File: src/vvm_pkg.sv
// Shared types, constants and codes of the vibration velocity meter.
package vvm_pkg;

   // Window depth default and fixed datapath widths
   localparam int WINDOW_DEPTH_DEF = 4096;
   localparam int SUM_W            = 48;
   localparam int CFG_W            = 24;

   // Configuration register indexes
   localparam logic [2:0] REG_HIGHPASS_ALPHA   = 3'd0;
   localparam logic [2:0] REG_INTEGRATION_GAIN = 3'd1;
   localparam logic [2:0] REG_ENVELOPE_RATE    = 3'd2;
   localparam logic [2:0] REG_OUTPUT_SCALE     = 3'd3;
   localparam logic [2:0] REG_CLAMP_LIMIT      = 3'd4;
   localparam logic [2:0] REG_CODE_SCALE       = 3'd5;
   localparam logic [2:0] REG_ALARM_THRESHOLD  = 3'd6;
   localparam logic [2:0] REG_CHANNEL_TAG      = 3'd7;

   // Register reset values
   localparam logic [15:0] RST_HIGHPASS_ALPHA   = 16'd4588;
   localparam logic [23:0] RST_INTEGRATION_GAIN = 24'd80282;
   localparam logic [23:0] RST_ENVELOPE_RATE    = 24'd8779;
   localparam logic [23:0] RST_OUTPUT_SCALE     = 24'd908271;
   localparam logic [23:0] RST_CLAMP_LIMIT      = 24'd4390912;
   localparam logic [23:0] RST_CODE_SCALE       = 24'd72818;
   localparam logic [23:0] RST_ALARM_THRESHOLD  = 24'd2949120;
   localparam logic [7:0]  RST_CHANNEL_TAG      = 8'd1;

   typedef struct packed {
      logic [15:0] highpass_alpha;
      logic [23:0] integration_gain;
      logic [23:0] envelope_rate;
      logic [23:0] output_scale;
      logic [23:0] clamp_limit;
      logic [23:0] code_scale;
      logic [23:0] alarm_threshold;
      logic [7:0]  channel_tag;
   } cfg_type;

   typedef enum logic [3:0] {
      S_CLEAR, S_IDLE, S_MEAN_MUL, S_MEAN_ACC, S_HP, S_VEL_MUL, S_VEL_ACC, S_MAG,
      S_ENV_MUL, S_ENV_ACC, S_WIN, S_VIB_MUL, S_VIB_CLAMP, S_CODE_MUL, S_OUT
   } state_type;

   // Operand select of the shared multiplier
   typedef enum logic [2:0] {
      MUL_MEAN, MUL_VEL, MUL_ENV, MUL_VIB, MUL_CODE
   } mul_sel_type;

   typedef struct packed {
      logic        req_ready;
      logic        load_in;
      logic        mul_en;
      mul_sel_type mul_sel;
      logic        mean_acc;
      logic        hp;
      logic        vel_acc;
      logic        mag;
      logic        env_acc;
      logic        win;
      logic        vib_clamp;
      logic        out_load;
      logic        clear_step;
   } cmd_type;

   typedef struct packed {
      logic req_valid;
      logic run;
      logic clear_last;
      logic out_full;
   } sts_type;

endpackage

File: src/vvm_ctrl.sv
// Sequencer of the vibration velocity meter: steps one sample through the datapath.
module vvm_ctrl
   import vvm_pkg::*;
(
   input  logic    clock,
   input  logic    reset,
   input  sts_type sts,
   output cmd_type cmd
);

   state_type state_ff, state_in;

   // State register; reset starts the clearing pass
   always_ff @(posedge clock) begin
      if (reset) begin
         state_ff <= S_CLEAR;
      end else begin
         state_ff <= state_in;
      end
   end

   // Next state
   always_comb begin
      state_in = state_ff;
      unique case (state_ff)
         S_CLEAR:     if (sts.clear_last) state_in = S_IDLE;
         S_IDLE: begin
            if (sts.req_valid) state_in = sts.run ? S_MEAN_MUL : S_CLEAR;
         end
         S_MEAN_MUL:  state_in = S_MEAN_ACC;
         S_MEAN_ACC:  state_in = S_HP;
         S_HP:        state_in = S_VEL_MUL;
         S_VEL_MUL:   state_in = S_VEL_ACC;
         S_VEL_ACC:   state_in = S_MAG;
         S_MAG:       state_in = S_ENV_MUL;
         S_ENV_MUL:   state_in = S_ENV_ACC;
         S_ENV_ACC:   state_in = S_WIN;
         S_WIN:       state_in = S_VIB_MUL;
         S_VIB_MUL:   state_in = S_VIB_CLAMP;
         S_VIB_CLAMP: state_in = S_CODE_MUL;
         S_CODE_MUL:  state_in = S_OUT;
         S_OUT:       if (!sts.out_full) state_in = S_IDLE;
         default:     state_in = S_CLEAR;
      endcase
   end

   // Command outputs
   always_comb begin
      cmd = '0;
      cmd.mul_sel = MUL_MEAN;
      unique case (state_ff)
         S_CLEAR: cmd.clear_step = 1'b1;
         S_IDLE: begin
            cmd.req_ready = 1'b1;
            cmd.load_in   = sts.req_valid & sts.run;
         end
         S_MEAN_MUL: begin
            cmd.mul_en  = 1'b1;
            cmd.mul_sel = MUL_MEAN;
         end
         S_MEAN_ACC: cmd.mean_acc = 1'b1;
         S_HP:       cmd.hp = 1'b1;
         S_VEL_MUL: begin
            cmd.mul_en  = 1'b1;
            cmd.mul_sel = MUL_VEL;
         end
         S_VEL_ACC: cmd.vel_acc = 1'b1;
         S_MAG:     cmd.mag = 1'b1;
         S_ENV_MUL: begin
            cmd.mul_en  = 1'b1;
            cmd.mul_sel = MUL_ENV;
         end
         S_ENV_ACC: cmd.env_acc = 1'b1;
         S_WIN:     cmd.win = 1'b1;
         S_VIB_MUL: begin
            cmd.mul_en  = 1'b1;
            cmd.mul_sel = MUL_VIB;
         end
         S_VIB_CLAMP: cmd.vib_clamp = 1'b1;
         S_CODE_MUL: begin
            cmd.mul_en  = 1'b1;
            cmd.mul_sel = MUL_CODE;
         end
         S_OUT:   cmd.out_load = !sts.out_full;
         default: cmd = '0;
      endcase
   end

   // Result register is never overwritten while it still holds an untaken result
   a_no_overwrite: assert property (@(posedge clock) disable iff (reset)
      cmd.out_load |-> !sts.out_full)
      else $error("result loaded while output register full");

   // A processed sample enters the multiply chain right after acceptance
   a_accept_start: assert property (@(posedge clock) disable iff (reset)
      cmd.load_in |=> state_ff == S_MEAN_MUL)
      else $error("accepted sample did not start processing");

   // No sample is taken while the store is being cleared or a sample is in work
   a_ready_idle: assert property (@(posedge clock) disable iff (reset)
      (cmd.req_ready |-> !cmd.clear_step && !cmd.mul_en && !cmd.win))
      else $error("ready raised while busy");

endmodule

File: config.mk
export PLATFORM = sky130hd
export DESIGN_NAME = vvm_ctrl
export DESIGN_NICKNAME = d
export VERILOG_FILES = /design/src/vvm_pkg.sv /design/src/vvm_ctrl.sv
export SDC_FILE = /design/constraint.sdc
export NUM_CORES = 1
export LEC_CHECK = 0
export ABC_CLOCK_PERIOD_IN_PS = 3100
export CELL_PAD_IN_SITES_DETAIL_PLACEMENT = 2
export CELL_PAD_IN_SITES_GLOBAL_PLACEMENT = 2
export CORE_MARGIN = 2
export CORE_UTILIZATION = 30
export DETAILED_ROUTE_END_ITERATION = 8
export DONT_BUFFER_PORTS = 1
export PLACE_DENSITY = 0.82
export SYNTH_ARGS = -nofsm -noshare
export SYNTH_HDL_FRONTEND = slang
export SYNTH_SLANG_ARGS = --single-unit
File: constraint.sdc
create_clock -name clock -period 3.1 [get_ports clock]
set_input_delay 0.93 -clock clock [delete_from_list [all_inputs] [get_ports clock]]
set_output_delay 0.93 -clock clock [all_outputs]
set_load 0.02 [all_outputs]
* Word-level counts from Yosys, hierarchy flattened
Index checks and enable logic that the tools add are counted.
Word-level totals: register bits after elaboration 4, input port bits 6, output and inout bits 15, word-level logic and storage cells 38
Operators by class: eq/ne operators 17, mux-type cells 16, bitwise gates (word level) 1, reductions and logical operators 3
Operators by type and width (count):
- $pmux W4 S15 | 1
- $eq A4 B4 Y1 const B | 7
- $pmux W4 S5 | 1
- $eq A4 B3 Y1 const B | 4
- $mux W4 | 3
- $mux W1 | 9
- $eq A4 B2 Y1 const B | 2
- $ne A2 B2 Y1 const B | 3
- $eq A4 B1 Y1 const B | 1
- $logic_not A4 Y1 | 1
- $mux W2 | 2
- $reduce_and A3 Y1 | 1
- $and A1 B1 Y1 | 1
- $logic_not A1 Y1 | 1

* Longest topological paths before layout
Gate-level depths: netlist of run 1.
word-level depth 3, gate-level depth with buffers 5, gate-level depth less buffers 4

* Least setup slack after synthesis of run 1
OpenSTA, ideal clock, no wires.
path kind reg-to-output, start point register state_ff[2], end point output cmd[13] (netlist bit), data arrival time 1.443 ns, required time 2.170 ns, slack 0.727 ns, stages on the path, launching flop included 5, buffers on the path 2, path through dfxtp_1 -> buf_4 -> buf_6 -> nor3_1 -> and3_1
RTL lines:
- start, declared | line vvm_ctrl.sv:11 | state_type state_ff, state_in;
- start signal, assigned | line vvm_ctrl.sv:18 | state_ff <= state_in;
- end, declared | line vvm_ctrl.sv:8 | output cmd_type cmd

==> key figures, run 1 <==
Run status
  – Status: finished clean

Synth
  – Average size of a mapped cell: 6.67 um2
  – Yosys synthesis warning count: 0
  – Sequential area share after synthesis: 0.188
  – Distinct cells, synth: 28
  – Syn Inst Count: 64
  – Cell area after synthesis: 427 um2
  – Post-Syn Nets: 70
  – #FFs+latches synth: 4

Route
  – Routed len/inst: 15.9 um
  – Drt via density: 5.71
  – Final wirelength: 1260 um
  – Via count: 451
  – Antenna viol nets, final: 0
  – Pre-antenna DRT Iters: 2
  – 1st-iter DRT viols: 1
  – DRC violations left: 0

Clock tree
  – Root buffer cell: clkbuf_4
  – H-tree depth: 1
  – Worst-path clk slew: 0.04 ns
  – Clk sinks: 4
  – CTS tree: built
  – Cts bufs inserted: 3
  – Worst-Skew Late Latency: 0.23 ns
  – Clock Path Buffers: 2
  – Post-CTS setup repair buffer count: 0
  – Cts hold-fix bufs: 0
  – PostCTS Resize Cnt: 0

Timing
  – Worst Max-Slew Pin Slew: 0.685 ns
  – Fin crit share: 0.850
  – Final Hold Fails: 0
  – Final worst setup slack: 0.466 ns
  – Fin Setup TNS: 0 ns
  – Slew Viols, Final: 0
  – Fmax: 380 MHz
  – RSZ-0062 raised after global routing: false
  – Post-route minimum period: 2.63 ns
  – Max-slew headroom: 0.539
  – # setup viols final: 0
  – Clock Skew: 0.000887 ns
  – Hold WS: 0.735 ns

Floorplanning
  – I/O pin count: 21
  – Die ar.: 1740 um2
  – Die X: 41.7 um
  – Std cell rows: 13
  – Chip Height: 41.7 um
  – Core Box Area: 1320 um2
  – Initial Utilization: 0.324

Global route
  – Gr ovfl total: 0
  – Gr usage total: 0.161
  – Met2 usage: 0.284
  – Largest net degree at the start of global routing: 18
  – GR Util met1: 0.183
  – Vias in the first global route: 479
  – Initial antenna violation count: 0
  – Grt peak-use layer: met2
  – First-pass GRT wire length: 2150 um
  – Met3 Usage GRT: 0.0304

Power
  – Internal Power: 0.115 mW
  – Static leakage: 0.171 nW
  – Logic pwr share: 0.238
  – Peak supply drop: 0.000172 V
  – Switching pwr: 0.0535 mW
  – Sequential power share: 0.385
  – Clk network pwr share: 0.377
  – Power Density: 374 nW/um2
  – Sw Ratio: 0.318

Placed design
  – Worst slack, placed: 0.690 ns
  – Dpl hpwl: 949 um
  – # port buffers: 0
  – Gpl congestion: 0.765

Run
  – Max-Cap Viols: 0

Critical path
  – Critical path arrival: 1.70 ns
  – Max stage delay on crit path: 0.66 ns
  – Setup CP Type: reg -> out
  – Crit. End Element: output port
  – Startpoint Class: flop
  – Cells along the critical path: nand2b_1 -> nor3_1 -> buf_4 -> and3_1
  – Worst Path Max Fanout: 15
  – Worst EP required: 2.17 ns
  – Crit-path slowest cell: dfxtp_1

Finish
  – Fillers: 175
  – Biggest register: state_ff
  – Max reg flops: 4
  – Top Registers: state_ff x4
  – Net count, final: 72
  – Layout cell share with drive strength beyond 1: 0.125
  – Commonest cells after routing, fill and taps aside: nor2_1 (8), nand2_1 (8), nor3_1 (7)
  – Layout Area Growth over Synthesis: 5.28%
  – Ant. Diodes: 0

Worst hold path
  – Hold WC Path Type: reg -> reg
-- layer usage --
metal / routed length, um / share of wire
met5: 0 / 0
met4: 0 / 0
met3: 39 / 0.031
met1: 536 / 0.43
met2: 684 / 0.54
-- kinds of logic (layout without fill, tap and decap cells) --
logic type                count (synthesis)  count (layout)  synth area share
and+or+nand+nor                          34              34             0.405
AOI/OAI and AO/OA                        14              14             0.229
buffers and inverters                     9               9             0.114
DFF                                       4               4             0.188
xor gates and xnor gates                  2               2            0.0411
muxes                                     1               1            0.0235
-- stage by stage --
stage          instances  total power, mW  cell area (um2)  utilization
2_1_floorplan         64           0.0940              427            -
3_3_place_gp          76            0.105              427        0.324
3_5_place_dp          76            0.106              427        0.324
4_1_cts               79            0.173              449        0.341
5_1_grt               79            0.182              449        0.341
6_report              79            0.168              449        0.341
-- cells in the mapped netlist, drive strengths merged --
library cell,n,area share
a211oi,1,0.029
a21boi,1,0.018
a21oi,4,0.047
a221oi,1,0.035
a31oi,1,0.015
a32oi,1,0.021
and3,2,0.029
and4b,1,0.023
buf,5,0.079
dfxtp,4,0.19
inv,4,0.035
mux2i,1,0.023
nand2,8,0.070
nand2b,3,0.044
nor2,8,0.070
nor2b,1,0.015
nor3,8,0.11
nor3b,1,0.018
nor4,1,0.015
o21ai,4,0.047
o31ai,1,0.018
or2,1,0.015
xnor2,1,0.021
xor2,1,0.021
-- cell type report --
class                      instances  area, um2  share of cell area
multi-input combinational         51        298               0.663
sequential                         4       80.1               0.178
clock buffer                       3       22.5              0.0501
tap                               15       18.8              0.0418
timing repair buffer               2       15.0              0.0334
inverter                           4       15.0              0.0334
-- critical path, delay by kind of cell (launching register included) --
kind	cells	cell delay (ns)
AND/OR/NAND/NOR	3	0.63
flip-flops	1	0.66
buffers and inverters	1	0.17
-- power by group through the flow --
| stage | sequential [mW] | clock [mW] | combinational, mW |
|---|---|---|---|
| after floorplan | 0.0576 | 0 | 0.0365 |
| after global placement | 0.0652 | 0 | 0.0395 |
| after detailed placement | 0.0654 | 0 | 0.0405 |
| after CTS | 0.0645 | 0.0679 | 0.0406 |
| after global routing | 0.0659 | 0.0717 | 0.0445 |
| final | 0.0646 | 0.0633 | 0.0401 |
-- path summary, 6_finish.rpt --
check | from | endpoint | slack [ns] | depth (start not counted)
worst max-delay path | state_ff[0]$_SDFFE_PP0P_ | cmd[13] | 0.47 | 4
worst min-delay path | state_ff[3]$_SDFFE_PP0P_ | state_ff[3]$_SDFFE_PP0P_ | 0.73 | 2
worst max register to register | state_ff[0]$_SDFFE_PP0P_ | state_ff[0]$_SDFFE_PP0P_ | 1.60 | 4
worst min register to register | state_ff[3]$_SDFFE_PP0P_ | state_ff[3]$_SDFFE_PP0P_ | 0.73 | 2
Note: power is estimated with default switching activity, not from simulation.
==> run 2: changes to the inputs <==
Settings changed: ABC_AREA set to 1, ABC_CLOCK_PERIOD_IN_PS 3100 to 2270, CORE_UTILIZATION 30 to 22, PLACE_DENSITY 0.82 to 0.72.
Clock period 3.1 ns to 2.27 ns, I/O delays scaled along.
==> key figures, run 2 <==
Placed design
  – Gpl congestion: 0.694
  – # port buffers: 0
  – Dpl hpwl: 1050 um
  – Worst slack, placed: 0.403 ns

Synth
  – Average size of a mapped cell: 5.35 um2
  – Post-synth EDFFs: 0
  – Syn Inst Count: 73
  – Synth cell count leaders: nor2_1 (19), nand2_1 (16), inv_1 (13), a21oi_1 (4), dfxtp_1 (4)
  – Post-Syn Nets: 79
  – Top cell type's share of synthesized area: 0.205
  – Cell with the most instances after synthesis: nor2_1
  – Sequential area share after synthesis: 0.205
  – #FFs+latches synth: 4
  – Yosys synthesis warning count: 0
  – Synth top area cells: dfxtp_1 (21%), nor2_1 (18%), nand2_1 (15%), inv_1 (13%), a21oi_1 (5.1%)
  – Asr flop ratio synth: 0
  – Cell area after synthesis: 390 um2
  – Main synth FF type: dfxtp_1
  – Distinct cells, synth: 16
  – Cell taking the most area after synthesis: dfxtp_1

Power
  – Peak supply drop: 0.000270 V
  – Static leakage: 0.247 nW
  – Switching pwr: 0.0949 mW
  – Sequential power share: 0.335
  – Internal Power: 0.152 mW
  – Logic pwr share: 0.296
  – Clk network pwr share: 0.369
  – Tot Pwr: 0.247 mW
  – Power Density: 568 nW/um2
  – Sw Ratio: 0.385

Route
  – 1st-iter DRT viols: 0
  – DRC violations left: 0
  – Antenna viol nets, final: 0
  – Via count: 444
  – Drt via density: 4.77
  – Final wirelength: 1220 um
  – Pre-antenna DRT Iters: 1
  – Routed len/inst: 13.1 um

Finish
  – Max reg flops: 4
  – Net count, final: 84
  – Ant. Diodes: 0
  – Commonest cells after routing, fill and taps aside: nor2_1 (19), nand2_1 (16), inv_1 (13)
  – Commonest non-fill, non-tap cell in the layout: nor2_1
  – Biggest register: state_ff
  – Layout Area Growth over Synthesis: 11.2%
  – Core Util, Final: 0.257
  – Layout cell share with drive strength beyond 1: 0.158
  – Top Registers: state_ff x4

Timing
  – Fmax: 474 MHz
  – Hold WS: 0.504 ns
  – RSZ-0062 raised after global routing: false
  – Max-slew headroom: 0.736
  – Post-route minimum period: 2.11 ns
  – Worst Max-Slew Pin Slew: 0.395 ns
  – Fin Setup TNS: 0 ns
  – Final worst setup slack: 0.161 ns
  – Clock Skew: 0.00399 ns
  – Fin crit share: 0.929
  – # setup viols final: 0
  – Slew Viols, Final: 0
  – Final Hold Fails: 0

Global route
  – Initial antenna violation count: 0
  – Vias in the first global route: 440
  – Largest net degree at the start of global routing: 8
  – Gr ovfl total: 0
  – Gr usage total: 0.129
  – First-pass GRT wire length: 1880 um

Critical path
  – Setup CP Type: reg -> out
  – Worst Path Max Fanout: 5
  – Worst EP required: 1.59 ns
  – Crit. End Element: output port
  – Startpoint Class: flop
  – Critical path arrival: 1.43 ns

Clock tree
  – Post-CTS setup repair buffer count: 0
  – Clk sinks: 4
  – Cts bufs inserted: 3
  – Worst-Skew Late Latency: 0.24 ns
  – Worst-path clk slew: 0.04 ns
  – CTS tree: built
  – Root buffer cell: clkbuf_4
  – H-tree depth: 1
  – Cts hold-fix bufs: 0
  – PostCTS Resize Cnt: 0
  – Clock Path Buffers: 2

Floorplanning
  – Std cell rows: 15
  – Initial Utilization: 0.231
  – Core Box Area: 1690 um2
  – Die X: 46.1 um
  – I/O pin count: 21
  – Die ar.: 2130 um2
  – Chip Height: 46.1 um

Run status
  – Status: finished clean

Run
  – Max-Cap Viols: 0

Worst hold path
  – Hold WC Path Type: in -> reg
-- run 2: worst max-delay path, cell delays in order, from the launching register on --
cell and delay, ns:
dfxtp_1 0.40, inv_1 0.11, nor2_1 0.20, nand3_1 0.16, nor2_1 0.33
-- run 2: final timing paths --
| check | startpoint | end | slack [ns] | depth (start not counted) |
|---|---|---|---|---|
| hold reg to reg | state_ff[2]$_SDFFE_PP0P_ | state_ff[2]$_SDFFE_PP0P_ | 0.68 | 2 |
| setup / recovery | state_ff[0]$_SDFFE_PP0P_ | cmd[13] | 0.16 | 4 |
| setup reg to reg | state_ff[3]$_SDFFE_PP0P_ | state_ff[1]$_SDFFE_PP0P_ | 1.02 | 6 |
| hold / removal | reset | state_ff[2]$_SDFFE_PP0P_ | 0.50 | 1 |
-- run 2: cells by family (layout without fill, tap and decap cells) --
family,after synthesis,in the layout,synth area share
and+or+nand+nor,47,47,0.545
buffers and inverters,15,18,0.144
AOI/OAI and AO/OA,7,7,0.106
DFF,4,4,0.205
-- run 2: power by group through the flow --
stage               registers [mW]  clock network [mW]  logic [mW]
global route                0.0839              0.0980      0.0822
floorplan                   0.0817                   0      0.0605
global placement            0.0832                   0      0.0737
CTS                         0.0826              0.0960      0.0747
finish                      0.0826              0.0912      0.0730
detailed placement          0.0838                   0      0.0741
-- run 2: stage by stage --
| step | instances | area [um2] |
|---|---|---|
| floorplan | 73 | 390 |
| global placement | 90 | 412 |
| detailed placement | 90 | 412 |
| CTS | 93 | 434 |
| global route | 93 | 434 |
| finish | 93 | 434 |
-- run 2: cell type report --
class	count	area (um2)
Clock buffer	3	22.5
Tap cell	17	21.3
Inverter	15	56.3
Fill cell	230	1250
Sequential cell	4	80.1
Multi-Input combinational cell	54	254
-- run 2: layer usage --
layer,global-route usage,vias up,share of wire
met1,0.155,198,0.48
met5,0,-,0
met2,0.208,17,0.44
met4,0.0857,0,0.020
li1,-,227,-
met3,0.0196,2,0.061
